`config.mk`:
```
export PLATFORM = sky130hd
export DESIGN_NAME = tcw_ctrl
export DESIGN_NICKNAME = d
export VERILOG_FILES = /design/src/design/tcw_pkg.sv /design/src/design/tcw_ctrl.sv
export SDC_FILE = /design/constraint.sdc
export NUM_CORES = 1
export LEC_CHECK = 0
export BUFFER_PORTS_ARGS = -buffer_cell sky130_fd_sc_hd__buf_2
export CORE_AREA = 2 2 39 41
export DETAILED_ROUTE_END_ITERATION = 10
export DIE_AREA = 0 0 41 43
export SLEW_MARGIN = 5
export SYNTH_ARGS = -nofsm -noshare
export SYNTH_HDL_FRONTEND = slang
export SYNTH_SLANG_ARGS = --single-unit
```
`constraint.sdc`:
```
create_clock -name clk -period 2.95 [get_ports clk]
set_input_delay 0.4425 -clock clk [delete_from_list [all_inputs] [get_ports clk]]
set_output_delay 0.4425 -clock clk [all_outputs]
set_load 0.02 [all_outputs]
```
`src/design/tcw_pkg.sv`:
```
// ----------------------------------------------------------------------------
// tcw_pkg - text console character writer shared definitions
// Screen geometry, op and character codes, controller/datapath command and
// status structs, and the tab stop helper.
// ----------------------------------------------------------------------------
package tcw_pkg;

  localparam int COLUMNS  = 80;
  localparam int ROWS     = 25;
  localparam int TAB_STOP = 8;

  localparam int CELLS  = COLUMNS * ROWS;
  localparam int ADDR_W = $clog2(CELLS);

  // fixed field widths of the channels
  localparam int OP_W   = 2;
  localparam int CHAR_W = 8;
  localparam int COLR_W = 4;
  localparam int IDX_W  = 11;
  localparam int ROW_W  = 5;
  localparam int COL_W  = 7;
  localparam int LOC_W  = 11;
  localparam int CELL_W = 16;

  // enough tab stops to pass the last column
  localparam int TAB_COUNT = COLUMNS / TAB_STOP + 1;

  localparam logic [OP_W-1:0] OP_PUT   = 2'd0;
  localparam logic [OP_W-1:0] OP_CLEAR = 2'd1;
  localparam logic [OP_W-1:0] OP_READ  = 2'd2;

  localparam logic [CHAR_W-1:0] CH_BS       = 8'h08;
  localparam logic [CHAR_W-1:0] CH_TAB      = 8'h09;
  localparam logic [CHAR_W-1:0] CH_LF       = 8'h0A;
  localparam logic [CHAR_W-1:0] CH_CR       = 8'h0D;
  localparam logic [CHAR_W-1:0] CH_PRINT_LO = 8'h20;
  localparam logic [CHAR_W-1:0] CH_PRINT_HI = 8'h7F;

  localparam logic [CELL_W-1:0] BLANK_CELL = 16'h0F20;

  typedef struct packed {
    logic latch;
    logic exec;
    logic fill_step;
    logic scroll_step;
    logic rd_issue;
    logic out_load;
  } tcw_cmd_t;

  typedef struct packed {
    logic op_put;
    logic op_clear;
    logic need_scroll;
    logic fill_last;
    logic row_last;
    logic out_free;
  } tcw_status_t;

  // next multiple of the tab stop above col
  function automatic logic [COL_W:0] tab_next(input logic [COL_W-1:0] col);
    logic [COL_W:0] res;
    res = '0;
    for (int i = TAB_COUNT; i >= 1; i--) begin
      if ({1'b0, col} < (COL_W+1)'(i * TAB_STOP)) begin
        res = (COL_W+1)'(i * TAB_STOP);
      end
    end
    return res;
  endfunction

endpackage

```
`src/design/tcw_ctrl.sv`:
```
// ----------------------------------------------------------------------------
// tcw_ctrl - text console controller
// Sequences reset fill, cursor update, clear fill, row scroll, cell read
// and result capture.
// ----------------------------------------------------------------------------
module tcw_ctrl
  import tcw_pkg::*;
(
  input  logic        clk,
  input  logic        rst_n,
  input  logic        in_valid,
  output logic        in_ready,
  input  tcw_status_t status,
  output tcw_cmd_t    cmd
);

  localparam logic [2:0] S_INIT   = 3'd0;
  localparam logic [2:0] S_IDLE   = 3'd1;
  localparam logic [2:0] S_EXEC   = 3'd2;
  localparam logic [2:0] S_FILL   = 3'd3;
  localparam logic [2:0] S_SCROLL = 3'd4;
  localparam logic [2:0] S_RD     = 3'd5;
  localparam logic [2:0] S_CAP    = 3'd6;

  logic [2:0] state_r, state_nxt;

  assign in_ready = (state_r == S_IDLE);

  always_comb begin
    state_nxt = state_r;
    cmd       = '0;
    unique case (state_r)
      S_INIT: begin
        cmd.fill_step = 1'b1;
        if (status.fill_last) state_nxt = S_IDLE;
      end
      S_IDLE: begin
        if (in_valid) begin
          cmd.latch = 1'b1;
          state_nxt = S_EXEC;
        end
      end
      S_EXEC: begin
        cmd.exec = 1'b1;
        if (status.op_clear) begin
          state_nxt = S_FILL;
        end else if (status.op_put && status.need_scroll) begin
          state_nxt = S_SCROLL;
        end else begin
          state_nxt = S_RD;
        end
      end
      S_FILL: begin
        cmd.fill_step = 1'b1;
        if (status.fill_last) state_nxt = S_RD;
      end
      S_SCROLL: begin
        cmd.scroll_step = 1'b1;
        if (status.row_last) state_nxt = S_RD;
      end
      S_RD: begin
        cmd.rd_issue = 1'b1;
        state_nxt    = S_CAP;
      end
      S_CAP: begin
        if (status.out_free) begin
          cmd.out_load = 1'b1;
          state_nxt    = S_IDLE;
        end
      end
      default: begin
        state_nxt = S_IDLE;
      end
    endcase
  end

  always_ff @(posedge clk) begin
    if (!rst_n) begin
      state_r <= S_INIT;
    end else begin
      state_r <= state_nxt;
    end
  end

endmodule

```
== Word level (Yosys, flattened, before mapping) ==
Index checks and enable logic that the tools add are counted.
W data, S select, Z words.

* Eq/ne operators: 11
* Multiplexer cells: 16
* Reduce and logical (&&, ||, !) cells: 4

{| class="wikitable"
|+ Operator list
! cell !! count
|-
| $pmux W3 S7 || 1
|-
| $mux W3 || 6
|-
| $ne A2 B2 Y1 const B || 5
|-
| $eq A3 B3 Y1 const B || 3
|-
| $mux W1 || 9
|-
| $eq A3 B2 Y1 const B || 2
|-
| $reduce_and A5 Y1 || 1
|-
| $eq A3 B1 Y1 const B || 1
|-
| $logic_not A3 Y1 || 1
|-
| $reduce_or A2 Y1 || 1
|-
| $logic_and A1 B1 Y1 || 1
|}

* Output and inout port bits: 7
* Bits in registers: 3
* Input bits: 9
* Word-level logic and storage cells: 32

== Longest topological paths before layout ==
* Depth in word-level cells: 4
* Gate-level depth with buffers: 5
* Depth with buffers taken out: 4

== Worst setup path after synthesis ==
No wires, ideal clock.

* Kind: flip-flop to output port
* Start: register state_r[1]
* End: output cmd[3] in the netlist's numbering
* Required time: 2.508 ns
* Path buffers: 1
* Path slack: 1.347 ns
* Stages on the path, launching flop included: 4
* Arrival time: 1.160 ns
* Cell sequence: dfxtp_1 -> buf_6 -> and2b_2 -> nor3_1

{| class="wikitable"
|+ RTL lines
! item !! line !! source
|-
| start, declared || tcw_ctrl.sv:25 || <nowiki>logic [2:0] state_r, state_nxt;</nowiki>
|-
| start signal, assigned || tcw_ctrl.sv:81 || <nowiki>state_r <= state_nxt;</nowiki>
|-
| end, declared || tcw_ctrl.sv:14 || <nowiki>output tcw_cmd_t cmd</nowiki>
|}

==> flow_summary.json <==
{
  "grt_pass1_wl_um": 1160,
  "powerDensity_mw_per_mm2": 1000,
  "cts_tree": "built",
  "ys_seq_elements": 3,
  "finalSetupViolations": 0,
  "cts.path.max_buffers": 2,
  "io_pins": 16,
  "fin_cells": 72,
  "path_depth": 3,
  "insertion_delay_ns": 0.23,
  "critPathMaxFanout": 11,
  "grt_max_degree": 15,
  "die_h_um": 43,
  "drc_errors": 0,
  "reg2reg_slack_ns": 1.46,
  "dp.cells": 68,
  "crit_path_cell_trace": "and2b_2, nor3_1, buf_2",
  "worst-path-buf-inv": 1,
  "relSlewSlack": 0.649,
  "holdPathStages": 3,
  "slowest_delay_ns": 0.55,
  "start_util": 0.256,
  "multiInputGateArea_um2": 253,
  "slew_viol_final": 0,
  "worst_pin_slew_ns": 0.526,
  "final-hold-violation-count": 0,
  "tns_ns": 0,
  "drt-initial-drc-count": 6,
  "final_layout_size_suffix_gt1_frac": 0.500,
  "syn-mean-instance-area_um2": 8.85,
  "cp_top_family": "flip-flops",
  "first_global_vias": 305,
  "yosysWarnings": 0,
  "cts_hold_buf": 0,
  "area.growth.synth_to_final_pct": 25.8,
  "fill_cells": 154,
  "cts_repair_resize_count": 0,
  "regArea_um2": 60.1,
  "slowest_stage": "dfxtp_1",
  "viasPerCell": 4.58,
  "r2r_cells": 4,
  "regMostFlops": "state_r",
  "period_share": 0.623,
  "drv_cap": 0,
  "path_clk_slew_ns": 0.03,
  "yosysSeqAreaShare": 0.170,
  "portBuffers": 15,
  "wl_per_cell_um": 9.79,
  "hold_end": "state_r[1]",
  "htree_num_levels": 1,
  "worst_slack_ns": 1.11,
  "die_w_um": 41,
  "hold_class": "in2reg",
  "final_antenna_net_count": 0,
  "layout.nets": 66,
  "r2r_end": "state_r[1]",
  "period_needed_ns": 1.84,
  "synth_cell_types": 29,
  "ir_worst_vdd_uv": 384,
  "final.setup_skew_ns": 0.00184,
  "cts_buffers": 3,
  "antenna_found_initial": 0,
  "syn_area_um2": 354,
  "leakage_nw": 0.204,
  "place_hpwl_um": 528,
  "fmax_mhz": 544,
  "path_class": "reg2out",
  "dieArea_mm2": 0.00176,
  "track_usage": 0.0973,
  "post-place-ws_ns": 1.36,
  "gp_congestion": 0.727,
  "postCtsSetupBuffers": 0,
  "start_kind": "flip-flop",
  "synth_nets": 49,
  "critPathArrivalTime_ns": 1.40,
  "grt_overflow": 0,
  "antenna_cells": 0,
  "fp.coreArea_mm2": 0.00138,
  "hp-start": "rst_n",
  "largest_register_ffs": 3,
  "biggestRegsByFlops": "state_r (3)",
  "status": "complete, no violations",
  "postSynthCellCount": 40,
  "cts.sinks": 3,
  "ctsRootBufferMaster": "clkbuf_4",
  "drt_first_pass_iters": 3,
  "vias": 330,
  "finalPower_uw": 447,
  "row_count": 14,
  "r2r-start": "state_r[2]",
  "worstPathRequired_ns": 2.51,
  "end_kind": "output port",
  "grt_setup_unrepaired": "false",
  "wl_um": 705
}
[report_power, final]
group          internal (mW)  leakage (nW)  switching (mW)
Combinational          0.129         0.164           0.133
Sequential            0.0581        0.0248          0.0555
Clock                 0.0506        0.0150          0.0205
[placed cells by master (no fill, tap or decap), types with 2 or more instances in the layout]
| master | count |
|---|---|
| inv_1 | 3 |
| nor2_1 | 3 |
| nand2_1 | 3 |
| buf_2 | 15 |
| dfxtp_1 | 3 |
| clkbuf_4 | 3 |
| nand2b_1 | 2 |
| and2_1 | 2 |
[kinds of logic (layout without fill, tap and decap cells)]
logic type | after synthesis | count (layout) | synth area share
DFF | 3 | 3 | 0.170
buffers and inverters | 6 | 22 | 0.117
muxes | 1 | 1 | 0.0283
AOI/OAI and AO/OA | 9 | 9 | 0.240
and+or+nand+nor | 21 | 21 | 0.445
[tightest hold or removal path, cell delays in order]
cell,delay (ns)
buf_2,0.13
inv_1,0.06
a211oi_2,0.03
[how the worst max path moves through the flow]
stage / slack (ns) / endpoint / start
6_report: 1.11 / cmd[3] / state_r[1]
5_1_grt: 1.01 / cmd[3] / state_r[1]
4_1_cts: 1.11 / cmd[3] / state_r[1]
3_5_place_dp: 1.36 / cmd[3] / state_r[1]
3_3_place_gp: 1.35 / cmd[3] / state_r[1]
2_1_floorplan: 1.35 / cmd[3] / state_r[1]
[metrics by stage]
step,area [um^2],hold slack (ns),utilization
floorplan,354,0.562,-
detailed placement,419,0.600,0.303
global placement,419,0.583,0.303
CTS,445,0.474,0.322
finish,445,0.480,0.322
global route,445,0.475,0.322
[per-layer routing]
| layer | vias up | routed length (um) | GRT usage |
|---|---|---|---|
| met5 | - | 0 | 0 |
| met4 | 0 | 0 | 0.0400 |
| met3 | 0 | 36 | 0.0471 |
| met2 | 9 | 336 | 0.153 |
| met1 | 148 | 332 | 0.106 |
| li1 | 173 | - | - |
[cells in the mapped netlist]
cell type  n  area share
buf_6      2       0.064
nor2b_1    1       0.018
mux2i_1    1       0.028
nor3_1     1       0.014
a211oi_4   1       0.057
buf_4      1       0.021
nand4b_1   1       0.025
nand2_2    1       0.018
a2bb2oi_1  1       0.025
and2_1     2       0.035
nor4bb_4   1       0.071
o21a_1     1       0.021
inv_1      3       0.032
o31a_1     1       0.025
a211oi_2   1       0.035
and2b_2    1       0.025
and2b_4    1       0.028
nor2_1     3       0.032
and3_2     1       0.021
a21oi_2    1       0.025
nand3b_1   1       0.021
nand2b_1   2       0.035
dfxtp_1    3        0.17
nor3b_2    1       0.035
o21ai_1    1       0.014
nor4_2     1       0.035
o2111ai_1  1       0.025
a21oi_1    1       0.014
nand2_1    3       0.032
[layout make-up]
type                            instances  area share
Multi-Input combinational cell         31       0.567
Timing Repair Buffer                   15       0.169
Sequential cell                         3       0.135
Clock buffer                            4      0.0590
Tap cell                               16      0.0449
Inverter                                3      0.0253
No activity file was read; power rests on OpenSTA's default activity.
