===== src/design/tcw_pkg.sv =====
// ----------------------------------------------------------------------------
// tcw_pkg - text console character writer shared definitions
// Screen geometry, op and character codes, controller/datapath command and
// status structs, and the tab stop helper.
// ----------------------------------------------------------------------------
package tcw_pkg;

  localparam int COLUMNS  = 80;
  localparam int ROWS     = 25;
  localparam int TAB_STOP = 8;

  localparam int CELLS  = COLUMNS * ROWS;
  localparam int ADDR_W = $clog2(CELLS);

  // fixed field widths of the channels
  localparam int OP_W   = 2;
  localparam int CHAR_W = 8;
  localparam int COLR_W = 4;
  localparam int IDX_W  = 11;
  localparam int ROW_W  = 5;
  localparam int COL_W  = 7;
  localparam int LOC_W  = 11;
  localparam int CELL_W = 16;

  // enough tab stops to pass the last column
  localparam int TAB_COUNT = COLUMNS / TAB_STOP + 1;

  localparam logic [OP_W-1:0] OP_PUT   = 2'd0;
  localparam logic [OP_W-1:0] OP_CLEAR = 2'd1;
  localparam logic [OP_W-1:0] OP_READ  = 2'd2;

  localparam logic [CHAR_W-1:0] CH_BS       = 8'h08;
  localparam logic [CHAR_W-1:0] CH_TAB      = 8'h09;
  localparam logic [CHAR_W-1:0] CH_LF       = 8'h0A;
  localparam logic [CHAR_W-1:0] CH_CR       = 8'h0D;
  localparam logic [CHAR_W-1:0] CH_PRINT_LO = 8'h20;
  localparam logic [CHAR_W-1:0] CH_PRINT_HI = 8'h7F;

  localparam logic [CELL_W-1:0] BLANK_CELL = 16'h0F20;

  typedef struct packed {
    logic latch;
    logic exec;
    logic fill_step;
    logic scroll_step;
    logic rd_issue;
    logic out_load;
  } tcw_cmd_t;

  typedef struct packed {
    logic op_put;
    logic op_clear;
    logic need_scroll;
    logic fill_last;
    logic row_last;
    logic out_free;
  } tcw_status_t;

  // next multiple of the tab stop above col
  function automatic logic [COL_W:0] tab_next(input logic [COL_W-1:0] col);
    logic [COL_W:0] res;
    res = '0;
    for (int i = TAB_COUNT; i >= 1; i--) begin
      if ({1'b0, col} < (COL_W+1)'(i * TAB_STOP)) begin
        res = (COL_W+1)'(i * TAB_STOP);
      end
    end
    return res;
  endfunction

endpackage


===== src/design/tcw_datapath.sv =====
// ----------------------------------------------------------------------------
// tcw_datapath - text console datapath
// Cursor registers, scroll base of the row ring, sweep counter, store port
// steering and the result register.
// ----------------------------------------------------------------------------
module tcw_datapath
  import tcw_pkg::*;
(
  input  logic               clk,
  input  logic               rst_n,
  input  tcw_cmd_t           cmd,
  output tcw_status_t        status,
  input  logic [OP_W-1:0]    in_op,
  input  logic [CHAR_W-1:0]  in_char_code,
  input  logic [COLR_W-1:0]  in_bg_colour,
  input  logic [COLR_W-1:0]  in_fg_colour,
  input  logic [IDX_W-1:0]   in_cell_index,
  output logic               out_valid,
  input  logic               out_ready,
  output logic [ROW_W-1:0]   out_cursor_row,
  output logic [COL_W-1:0]   out_cursor_col,
  output logic [LOC_W-1:0]   out_cursor_addr,
  output logic [CELL_W-1:0]  out_cell_value,
  output logic               ram_we,
  output logic [ADDR_W-1:0]  ram_waddr,
  output logic [CELL_W-1:0]  ram_wdata,
  output logic               ram_re,
  output logic [ADDR_W-1:0]  ram_raddr,
  input  logic [CELL_W-1:0]  ram_rdata
);

  localparam logic [ADDR_W-1:0] COLS_A = ADDR_W'(COLUMNS);

  // store offset by the ring base, back into range with one subtract
  function automatic logic [ADDR_W-1:0] wrap_add(input logic [ADDR_W-1:0] a,
                                                 input logic [ADDR_W-1:0] b);
    logic [ADDR_W:0] s;
    s = {1'b0, a} + {1'b0, b};
    if (s >= (ADDR_W+1)'(CELLS)) begin
      s = s - (ADDR_W+1)'(CELLS);
    end
    return s[ADDR_W-1:0];
  endfunction

  logic [OP_W-1:0]     op_r;
  logic [CHAR_W-1:0]   ch_r;
  logic [2*COLR_W-1:0] attr_r;
  logic [IDX_W-1:0]    idx_r;
  logic                idx_ok_r;
  logic [ROW_W-1:0]    cur_row_r, cur_row_nxt;
  logic [COL_W-1:0]    cur_col_r, cur_col_nxt;
  logic [ADDR_W-1:0]   base_r, base_nxt;
  logic [ADDR_W-1:0]   cnt_r, cnt_nxt;
  logic                out_valid_r;
  logic [ROW_W-1:0]    out_row_r;
  logic [COL_W-1:0]    out_col_r;
  logic [LOC_W-1:0]    out_loc_r;
  logic [CELL_W-1:0]   out_cell_r;

  logic [ADDR_W-1:0] cur_loc;
  logic [COL_W:0]    col_t;
  logic [ROW_W:0]    row_t;
  logic              wr_char;
  logic              need_scroll;
  logic              op_put;
  logic              op_clear;
  logic              fill_last;
  logic              row_last;
  logic              out_free;

  assign cur_loc  = ADDR_W'(cur_row_r) * COLS_A + ADDR_W'(cur_col_r);
  assign op_put   = (op_r == OP_PUT);
  assign op_clear = (op_r == OP_CLEAR);

  // cursor movement for one put
  always_comb begin
    col_t   = {1'b0, cur_col_r};
    row_t   = {1'b0, cur_row_r};
    wr_char = 1'b0;
    case (ch_r)
      CH_BS: begin
        if (cur_col_r != '0) col_t = col_t - 1'b1;
      end
      CH_TAB: begin
        col_t = tab_next(cur_col_r);
      end
      CH_CR: begin
        col_t = '0;
      end
      CH_LF: begin
        col_t = '0;
        row_t = row_t + 1'b1;
      end
      default: begin
        if (ch_r >= CH_PRINT_LO && ch_r <= CH_PRINT_HI) begin
          wr_char = 1'b1;
          col_t   = col_t + 1'b1;
        end
      end
    endcase
    if (col_t >= (COL_W+1)'(COLUMNS)) begin
      col_t = '0;
      row_t = row_t + 1'b1;
    end
  end

  assign need_scroll = (row_t >= (ROW_W+1)'(ROWS));
  assign fill_last   = (cnt_r == ADDR_W'(CELLS - 1));
  assign row_last    = (cnt_r == ADDR_W'(COLUMNS - 1));
  assign out_free    = !out_valid_r || out_ready;

  assign status.op_put      = op_put;
  assign status.op_clear    = op_clear;
  assign status.need_scroll = need_scroll;
  assign status.fill_last   = fill_last;
  assign status.row_last    = row_last;
  assign status.out_free    = out_free;

  // write port: sweeps first, then the character store
  always_comb begin
    ram_we    = 1'b0;
    ram_waddr = cnt_r;
    ram_wdata = BLANK_CELL;
    if (cmd.fill_step) begin
      ram_we    = 1'b1;
      ram_waddr = cnt_r;
    end else if (cmd.scroll_step) begin
      // the old top row becomes the new bottom row
      ram_we    = 1'b1;
      ram_waddr = base_r + cnt_r;
    end else if (cmd.exec && op_put && wr_char) begin
      ram_we    = 1'b1;
      ram_waddr = wrap_add(cur_loc, base_r);
      ram_wdata = {attr_r, ch_r};
    end
  end

  assign ram_re    = cmd.rd_issue;
  assign ram_raddr = wrap_add(ADDR_W'(idx_r), base_r);

  always_comb begin
    cur_row_nxt = cur_row_r;
    cur_col_nxt = cur_col_r;
    base_nxt    = base_r;
    cnt_nxt     = cnt_r;
    if (cmd.exec) begin
      cnt_nxt = '0;
      if (op_clear) begin
        cur_row_nxt = '0;
        cur_col_nxt = '0;
        base_nxt    = '0;
      end else if (op_put) begin
        cur_col_nxt = col_t[COL_W-1:0];
        cur_row_nxt = need_scroll ? ROW_W'(ROWS - 1) : row_t[ROW_W-1:0];
      end
    end else if (cmd.fill_step) begin
      cnt_nxt = fill_last ? '0 : cnt_r + 1'b1;
    end else if (cmd.scroll_step) begin
      cnt_nxt = row_last ? '0 : cnt_r + 1'b1;
      if (row_last) base_nxt = wrap_add(base_r, COLS_A);
    end
  end

  always_ff @(posedge clk) begin
    if (!rst_n) begin
      cur_row_r   <= '0;
      cur_col_r   <= '0;
      base_r      <= '0;
      cnt_r       <= '0;
      out_valid_r <= 1'b0;
    end else begin
      cur_row_r <= cur_row_nxt;
      cur_col_r <= cur_col_nxt;
      base_r    <= base_nxt;
      cnt_r     <= cnt_nxt;
      if (cmd.out_load) begin
        out_valid_r <= 1'b1;
      end else if (out_ready) begin
        out_valid_r <= 1'b0;
      end
    end
  end

  always_ff @(posedge clk) begin
    if (cmd.latch) begin
      op_r     <= in_op;
      ch_r     <= in_char_code;
      attr_r   <= {in_bg_colour, in_fg_colour};
      idx_r    <= in_cell_index;
      idx_ok_r <= (int'(in_cell_index) < CELLS);
    end
    if (cmd.out_load) begin
      out_row_r  <= cur_row_r;
      out_col_r  <= cur_col_r;
      out_loc_r  <= LOC_W'(cur_loc);
      out_cell_r <= idx_ok_r ? ram_rdata : '0;
    end
  end

  assign out_valid       = out_valid_r;
  assign out_cursor_row  = out_row_r;
  assign out_cursor_col  = out_col_r;
  assign out_cursor_addr = out_loc_r;
  assign out_cell_value  = out_cell_r;

  a_cursor_in_range: assert property (@(posedge clk) disable iff (!rst_n)
    (int'(cur_row_r) < ROWS) && (int'(cur_col_r) < COLUMNS))
    else $error("cursor outside the screen");

  a_base_in_range: assert property (@(posedge clk) disable iff (!rst_n)
    int'(base_r) < CELLS)
    else $error("scroll base outside the store");

  a_load_when_free: assert property (@(posedge clk) disable iff (!rst_n)
    cmd.out_load |-> out_free)
    else $error("result overwritten before its transaction");

  a_sweep_exclusive: assert property (@(posedge clk) disable iff (!rst_n)
    cmd.fill_step |-> !(cmd.scroll_step || cmd.exec || cmd.rd_issue))
    else $error("store sweep overlaps another store access");

endmodule


===== config.mk =====
export PLATFORM = sky130hd
export DESIGN_NAME = tcw_datapath
export DESIGN_NICKNAME = d
export VERILOG_FILES = /design/src/design/tcw_pkg.sv /design/src/design/tcw_datapath.sv
export SDC_FILE = /design/constraint.sdc
export NUM_CORES = 1
export LEC_CHECK = 0
export BUFFER_PORTS_ARGS = -buffer_cell sky130_fd_sc_hd__buf_2
export CORE_ASPECT_RATIO = 0.7
export CORE_UTILIZATION = 40
export CTS_CLUSTER_DIAMETER = 150
export DETAILED_ROUTE_END_ITERATION = 10
export SLEW_MARGIN = 20
export SYNTH_ARGS = -nofsm -noshare
export SYNTH_HDL_FRONTEND = slang
export SYNTH_SLANG_ARGS = --single-unit
export TNS_END_PERCENT = 20

===== constraint.sdc =====
create_clock -name clk -period 4.15 [get_ports clk]
set_input_delay 0.415 -clock clk [delete_from_list [all_inputs] [get_ports clk]]
set_output_delay 0.415 -clock clk [all_outputs]
set_load 0.01 [all_outputs]

Word level (Yosys, flattened, before mapping)
Cells that the tools add are included.

Bits in registers: 104. Input port bits: 54. Output and inout port bits: 86. Word-level logic and storage cells: 121.

Add/sub/neg operators: 13. Multiply operators: 1. $lt $le $gt $ge: 19. Eq/ne operators: 9. Multiplexer cells: 47. Bitwise logic cells: 1. Reductions and logical operators: 17.

Operators by type and width (number): 11-bit 2-to-1 mux (15); 8-bit 2-to-1 mux (12); 16-bit 2-to-1 mux (3); 12-bit by 11-bit >= comparator with 1-bit output, second input constant (3); 11-bit subtractor, second input constant (3); 8-bit by 4-bit == test with 1-bit output, second input constant (4); 7-bit by 6-bit less-than comparator with 1-bit output, second input constant (4); 7-bit less-than comparator, second input constant (4); 7-bit 2-to-1 mux (4); 11-bit by 11-bit adder with 12-bit output (2); 8-bit one-hot mux with 3 select lines (1); 5-bit 2-to-1 mux (3); 7-bit by 5-bit less-than comparator with 1-bit output, second input constant (2); 11-bit by 7-bit adder with 12-bit output, second input constant (1); 6-bit 2-to-1 mux (2); 11-bit by 1-bit adder with 11-bit output, second input constant (1); 11-bit adder (1); 11-bit by 7-bit adder with 11-bit output (1); 11-bit == test, second input constant (1); 11-bit by 7-bit == test with 1-bit output, second input constant (1); 11-bit less-than comparator, second input constant (1); 2-bit nonzero test (5); 7-bit by 1-bit adder with 8-bit output, second input constant (1); 8-bit by 6-bit >= comparator with 1-bit output, second input constant (1); 21 further kinds (31).

Logic depth before layout (Yosys ltp)
Gate-level depths: netlist of run 1.

Word-level depth: 19. Gate-level depth with buffers: 16. Gate-level depth less buffers: 15.

Worst setup path after synthesis of run 1
No wires, ideal clock.

Path kind: reg-to-output. Start: register cur_row_r[3]. End: output ram_waddr[7]. Data arrival time: 3.639 ns. Required time: 3.735 ns. Path slack: 0.096 ns. Cell stages (with the launch flop): 16. Path buffers: 1. Path through: dfxtp_1 > ha_1 > ha_1 > fa_1 > xnor2_1 > nor3b_1 > xnor2_1 > xor2_1 > ha_1 > clkbuf_1 > a21oi_1 > nor2_1 > nor3b_1 > a211oi_2 > or4bb_1 > nand3_1.

Word-level cells in the longest chain between the ends: 8. Elaborated cells between the ends (all ways): 9. Classes of those cells: add/sub (3); mul (1); order compare (1); mux (4).

Ends and longest elaborated chain: start, declared (line tcw_datapath.sv:50) `logic [ROW_W-1:0] cur_row_r, cur_row_nxt;`; start signal, assigned (line tcw_datapath.sv:172) `cur_row_r <= cur_row_nxt;`; 5-bit by 3-bit multiplier with 7-bit output (line tcw_datapath.sv:71) `assign cur_loc = ADDR_W'(cur_row_r) * COLS_A + ADDR_W'(cur_col_r);`; 11-bit by 7-bit adder with 11-bit output (line tcw_datapath.sv:71); net cur_loc[10] (line tcw_datapath.sv:60) `logic [ADDR_W-1:0] cur_loc;`; 11-bit by 11-bit adder with 12-bit output (line tcw_datapath.sv:38) `s = {1'b0, a} + {1'b0, b};`; 12-bit by 11-bit >= comparator with 1-bit output (line tcw_datapath.sv:39) `if (s >= (ADDR_W+1)'(CELLS)) begin`; 11-bit 2-to-1 mux (line tcw_datapath.sv:39); 11-bit 2-to-1 mux (line tcw_datapath.sv:131) `end else if (cmd.exec && op_put && wr_char) begin`; 11-bit 2-to-1 mux (line tcw_datapath.sv:127) `end else if (cmd.scroll_step) begin`; 11-bit 2-to-1 mux (line tcw_datapath.sv:124) `if (cmd.fill_step) begin`; end, declared (line tcw_datapath.sv:25) `output logic [ADDR_W-1:0] ram_waddr,`.

The timed path passes the listed nets, and every way through them passes these cells.

Final worst setup path of run 1
Start: register cur_row_r[1]. End: output ram_waddr[10].

Word-level cells in the longest chain between the ends: 8. Elaborated cells between the ends (all ways): 9. Classes of those cells: add/sub (3); mul (1); order compare (1); mux (4).

Ends and longest elaborated chain (line): 5-bit by 3-bit multiplier with 7-bit output (*) (tcw_datapath.sv:71); 11-bit by 7-bit adder with 11-bit output (*) (tcw_datapath.sv:71); net cur_loc[10] (tcw_datapath.sv:60); 11-bit by 11-bit adder with 12-bit output (*) (tcw_datapath.sv:38); 11-bit subtractor or 12-bit by 11-bit >= comparator with 1-bit output (tied branches) (tcw_datapath.sv:40, tcw_datapath.sv:39); 11-bit 2-to-1 mux (*) (tcw_datapath.sv:39); 11-bit 2-to-1 mux (*) (tcw_datapath.sv:131); 11-bit 2-to-1 mux (*) (tcw_datapath.sv:127); 11-bit 2-to-1 mux (*) (tcw_datapath.sv:124).

The timed path passes the listed nets; every way through them passes the cells marked *.

==> results of run 1 <==
repair_timing:
item | in CTS | in global routing
buffers inserted | 3 | 5
pin swaps | 13 | 6
resized for setup | 27 | 14
hold buffers | 0 | 0
setup endpoints to repair | 11 | 11
registers in the layout (all words and copies together) (netlist names), 7 cells and up:
name / flops
attr_r: 8
base_r: 7
ch_r: 8
cnt_r: 11
cur_col_r: 7
idx_r: 11
out_cell_value: 16
out_cursor_addr: 7
out_cursor_col: 7
synthesized netlist by cell type, types with 5 or more instances:
| library cell | number |
|---|---|
| edfxtp_1 | 65 |
| nor2_1 | 60 |
| nand2_1 | 56 |
| ha_1 | 42 |
| a21oi_1 | 32 |
| clkbuf_1 | 32 |
| and2_1 | 31 |
| dfxtp_1 | 31 |
| xor2_1 | 29 |
| xnor2_1 | 27 |
| nand3_1 | 25 |
| inv_1 | 23 |
| o21ai_0 | 21 |
| buf_4 | 14 |
| a21o_1 | 13 |
| nand2b_1 | 11 |
| nand4_1 | 11 |
| nor3_1 | 11 |
| and3_1 | 10 |
| mux2i_1 | 8 |
| o21ai_1 | 8 |
| or2_2 | 8 |
| a211oi_1 | 7 |
| nor4_1 | 7 |
| o21bai_1 | 6 |
| o31ai_1 | 6 |
| a221oi_1 | 5 |
| a22oi_1 | 5 |
| nand4b_1 | 5 |
| nor2b_1 | 5 |
| nor3b_1 | 5 |
| o211a_1 | 5 |
| o31a_1 | 5 |
| or4_1 | 5 |
final timing paths:
path / from / to / slack (ns) / cells past startpoint
setup / recovery: cur_row_r[1]$_SDFFE_PN0P_ / ram_waddr[10] / -0.16 / 15
hold / removal: in_op[0] / op_r[0]$_DFFE_PP_ / 0.23 / 1
setup reg to reg: ch_r[6]$_DFFE_PP_ / cur_row_r[2]$_SDFFE_PN0P_ / 0.40 / 13
hold reg to reg: out_valid$_SDFFE_PN0P_ / out_valid$_SDFFE_PN0P_ / 0.50 / 2
metal layers:
layer / share of wire (%) / track usage (%)
met5: 0 / 0
met4: 0.93 / 5.602
met3: 7.5 / 4.927
met2: 42 / 32.24
met1: 49 / 30.27
power breakdown:
group / switching, mW / internal (mW)
sequential: 0.0269 / 1.07
clock: 0.382 / 0.492
combinational: 0.128 / 0.0906
per-stage QoR:
stage / hold WS [ns] / utilization, %
3_5_place_dp: 0.4894 / 47.64
5_1_grt: 0.2187 / 51.42
4_1_cts: 0.2184 / 50.62
2_1_floorplan: 0.4182 / -
3_3_place_gp: 0.4868 / 47.64
6_report: 0.2299 / 51.42
cell families (layout without fill, tap and decap cells):
family | count (synthesis) | count (layout)
simple gates | 274 | 274
compound gates | 152 | 152
flops | 96 | 96
buf+inv | 72 | 209
xor+xnor | 56 | 56
fa+ha+maj | 44 | 44
mux | 9 | 9
other cells | 1 | 1
layout make-up:
type                            count  area, sq um
Clock buffer                       10        239.0
Clock inverter                      6        76.32
Fill cell                        1488         7691
Inverter                           24        90.09
Multi-Input combinational cell    536         3956
Sequential cell                    96         2576
Tap cell                          220        275.3
Timing Repair Buffer              169        928.4
==> out/metrics.cfg, run 1 <==
[routing]
first_pass_iters = 5
remaining_drc_errors = 0
drt-total-wl_mm = 17.98
avgRoutedWirePerCell_um = 16.94
drt_iter0_markers = 357
via_count = 5847
ant_nets = 0
vias_per_cell = 5.511

[logic_synthesis]
muxShareOfSynthArea_pct = 1.376
syn_nets = 802
syn_area_sq_um = 6640
yosysTopAreaCell = edfxtp_1
yosysWarnings = 0
synthDistinctLibCells = 78
synthCells = 704
synthSimpleGateAreaFrac_pct = 22.46
synth_edf_count = 65
yosys.area_share.adder_pct = 8.517
synth-seq-cells = 96
syn_area_per_cell_sq_um = 9.432
synth_top_area_share_pct = 29.40
synth_ff_type = edfxtp_1
ys_seq_area_share_pct = 38.74
synth_top_family_by_area = simple AND/OR/NAND/NOR gates
synthXorXnorAreaFrac_pct = 7.386
synth-compound-area-share_pct = 16.47
ys_top_cells_by_area = edfxtp_1 (29%), dfxtp_1 (9.3%), ha_1 (7.9%), xor2_1 (3.8%), xnor2_1 (3.6%)
async_flop_share_pct = 0

[global_route]
grt_overflow = 0
grt_pass1_vias = 5515
grt_max_degree = 37
grt_usage_pct = 21.28
grt_pass1_wl_mm = 28.27
antenna_found_initial = 0

[worst_setup_path]
critical_path_buf_inv_count = 1
critPathMaxStageDelay_ns = 0.59
worst_setup_path_end_kind = output pin
worstPathCellList = ha_4 > ha_4 > fa_2 > nor3b_4 > xnor2_2 > xor2_1 > ha_1 > a21oi_2 > nor2_2 > nor2_1 > or4_4 > mux2i_1 > a211o_1 > o21ai_1 > buf_2
worstSetupPathType = flip-flop to output pin
slowest_stage = fa_2
worst_path_most_repeated_cell = ha_4
crit_arrival_ns = 3.90
crit_fanout = 3
startpoint_type = flip-flop
critical_path.top_delay_family = adder cells
crit_required_ns = 3.73

[sta]
finalCritPeriodShare_pct = 104.0
fmax_mhz = 231.8
layout_setup_ws_ns = -0.1642
slew_headroom_pct = 42.73
hold_viol_final = 0
fin_worst_skew_ns = 0.008283
period_needed_ns = 4.314
finalSetupTns_ns = -0.4984
report.final.slew_viol_count = 0
setup_viol_count_final = 6
tightest_slew_ns = 0.8590
grt_setup_unrepaired = true

[cts]
cts_tree = yes
clkTransAtPathRegs_ns = 0.07
cts_htree_levels = 3
numCtsBuffers = 9
clock_latency_ns = 0.35
cts-root-buf = clkbuf_16
cts.sinks = 96
clockBufferDepth = 2

[finish]
layout_common_cells = buf_2 (136), edfxtp_1 (65), nor2_1 (59), nand2_1 (55), ha_1 (35)
fin_area_sq_um = 8142
layout.cells.most_common = buf_2
synthToLayoutAreaGrowth_pct = 22.61
antennaDiodeCount = 0
num-nets-final = 934
layoutNonFillerInstCount = 1061
drive_gt1_share_pct = 28.54

[place]
port_buffers = 136
placed_cell_area_sq_um = 7542
pre_cts_slack_ns = 0.02373
dp_cells = 1037
dp_hpwl_mm = 13.29
place_congestion = 0.8701

[floorplanning]
start_util_pct = 41.94
rows = 38
design.core.area_sq_um = 15830
die_w_um = 156.0
io_pins = 140
dieArea_sq_um = 17130
die_h_um = 109.8

[status]
status = finished with violations
violations = negative setup slack

[worst_hold_path]
hold_class = input port to flip-flop

[job]
maxCapViolCount = 0

[power_and_ir_drop]
powerDensity_nw_per_um2 = 268.7
total_power_mw = 2.188
ir_drop_uv = 164.2
p_leak_nw = 3.537

(Power assumes the default switching activity.)
==> run 2, diff against run 1 <==
clock period = 4.5 ns   (was 4.15 ns; I/O delays follow)
==> out/metrics.cfg, run 2 (synthesis results as in run 1) <==
[power_and_ir_drop]
p_leak_nw = 3.445  ; -2.6%
total_power_mw = 1.918  ; -12%
powerDensity_nw_per_um2 = 241.9  ; -10%
ir_drop_uv = 198.9  ; +21%

[worst_setup_path]
startpoint_type = flip-flop
slowest_stage = or4_4
critical_path_buf_inv_count = 1  ; unchanged
worst_setup_path_end_kind = output pin
crit_required_ns = 4.05  ; +0.32 ns
crit_arrival_ns = 3.95  ; +0.05 ns
critical_path.top_delay_family = adder cells
critPathMaxStageDelay_ns = 0.44  ; -0.15 ns
rrSetupSlack_ns = 0.87  ; +0.47 ns
crit_fanout = 2  ; -1
worstPathCellList = ha_1 > ha_4 > fa_2 > xnor2_2 > nor3b_4 > xnor2_2 > xor2_1 > ha_1 > a21oi_2 > nor2_1 > nor2_1 > or4_4 > mux2i_1 > a211o_1 > o21ai_0 > buf_2
worstSetupPathType = flip-flop to output pin

[worst_hold_path]
hold_class = input port to flip-flop

[sta]
period_needed_ns = 4.400
layout_setup_ws_ns = 0.1001  ; +0.2643 ns
setup_viol_count_final = 0  ; -6
fmax_mhz = 227.3
slew_headroom_pct = 43.19  ; +0.46 points
fin_worst_skew_ns = 0.007654  ; -0.0006283 ns
hold_viol_final = 0  ; unchanged
tightest_slew_ns = 0.8521  ; -0.006883 ns
holdWs_ns = 0.2686  ; +0.03870 ns
finalCritPeriodShare_pct = 97.77
report.final.slew_viol_count = 0  ; unchanged

[finish]
largest_reg_flops = 16  ; unchanged
drive_gt1_share_pct = 25.72  ; -2.8 points
layout_common_cells = buf_2 (136), edfxtp_1 (65), nor2_1 (60), nand2_1 (56), ha_1 (39)
synthToLayoutAreaGrowth_pct = 19.43
layout.cells.most_common = buf_2
num-nets-final = 925  ; -0.96%
fin_area_sq_um = 7930  ; -2.6%
antennaDiodeCount = 0  ; unchanged

[floorplanning]
die_h_um = 109.8  ; unchanged
die_w_um = 156.0  ; unchanged
start_util_pct = 41.94  ; unchanged
design.core.area_sq_um = 15830  ; unchanged
dieArea_sq_um = 17130  ; unchanged
rows = 38  ; unchanged
io_pins = 140  ; unchanged

[place]
port_buffers = 136  ; unchanged
dp_hpwl_mm = 13.78  ; +3.7%
pre_cts_slack_ns = 0.3225  ; +0.2987 ns
placed_cell_area_sq_um = 7535  ; about the same
place_congestion = 0.9394  ; +8.0%

[routing]
via_count = 5846  ; -0.017%
first_pass_iters = 5  ; unchanged
ant_nets = 0  ; unchanged
avgRoutedWirePerCell_um = 17.57  ; +3.7%
drt_iter0_markers = 422  ; +18%
vias_per_cell = 5.557  ; +0.84%
remaining_drc_errors = 0  ; unchanged
drt-total-wl_mm = 18.48  ; +2.8%

[global_route]
grt_usage_pct = 21.72  ; +0.44 points
grt_overflow = 0  ; unchanged
grt_max_degree = 37  ; unchanged
antenna_found_initial = 0  ; unchanged
grt_pass1_wl_mm = 28.72  ; +1.6%
grt_pass1_vias = 5540  ; +0.45%

[cts]
cts_setup_buffers = 0  ; -3
clock_latency_ns = 0.35  ; about the same
holdBufCountCts = 0  ; unchanged
clockBufferDepth = 2  ; unchanged
cts_tree = yes
cts_htree_levels = 3  ; unchanged
cts-root-buf = clkbuf_16
clkTransAtPathRegs_ns = 0.07  ; about the same
cts.sinks = 96  ; unchanged
numCtsBuffers = 9  ; unchanged

[status]
status = finished clean

[job]
maxCapViolCount = 0  ; unchanged

## run 2: routing by layer
metal / vias to the layer above / wire [um] / track usage [%] / share of wire [%]
met4: 0 / 201 / 4.972 / 1.1
met2: 188 / 7977 / 32.72 / 43
met5: - / 0 / 0 / 0
met1: 2833 / 9107 / 31.06 / 49
li1: 2807 / - / - / -
met3: 18 / 1196 / 5.439 / 6.5
## run 2: path summary, 6_finish.rpt
| check | from | end | depth (start not counted) |
|---|---|---|---|
| max | cur_row_r[3]$_SDFFE_PN0P_ | ram_waddr[10] | 16 |
| min | in_fg_colour[3] | attr_r[3]$_DFFE_PP_ | 1 |
| max reg2reg | ch_r[6]$_DFFE_PP_ | cur_row_r[2]$_SDFFE_PN0P_ | 12 |
| min reg2reg | cnt_r[1]$_SDFFE_PP0P_ | cnt_r[1]$_SDFFE_PP0P_ | 2 |
## run 2: area by class of cell
class,count,area [sq um]
fill,1456,7903
timing repair buffer,160,860.8
clock buffer,11,232.7
multi-input combinational,536,3865
sequential,96,2572
clock inverter,5,33.78
tap,220,275.3
inverter,24,90.09
## run 2: what timing repair did
item	in CTS	in global routing
setup endpoints to repair	4	9
gates cloned	0	0
gates resized for setup	1	22
pin swaps	1	10
## run 2: through the flow
stage                     cells  TNS (ns)  utilization (%)
after global routing       1052   -0.1050            50.09
after floorplan             704         0                -
after global placement     1036         0            47.59
after detailed placement   1036         0            47.59
final                      1052         0            50.09
after CTS                  1052         0            49.30
## run 2: power by group
group          leakage [nW]  internal (mW)  total [mW]  switching [mW]
combinational          2.42         0.0792       0.196           0.117
clock                 0.115          0.373       0.712           0.338
sequential            0.905          0.985        1.01          0.0256
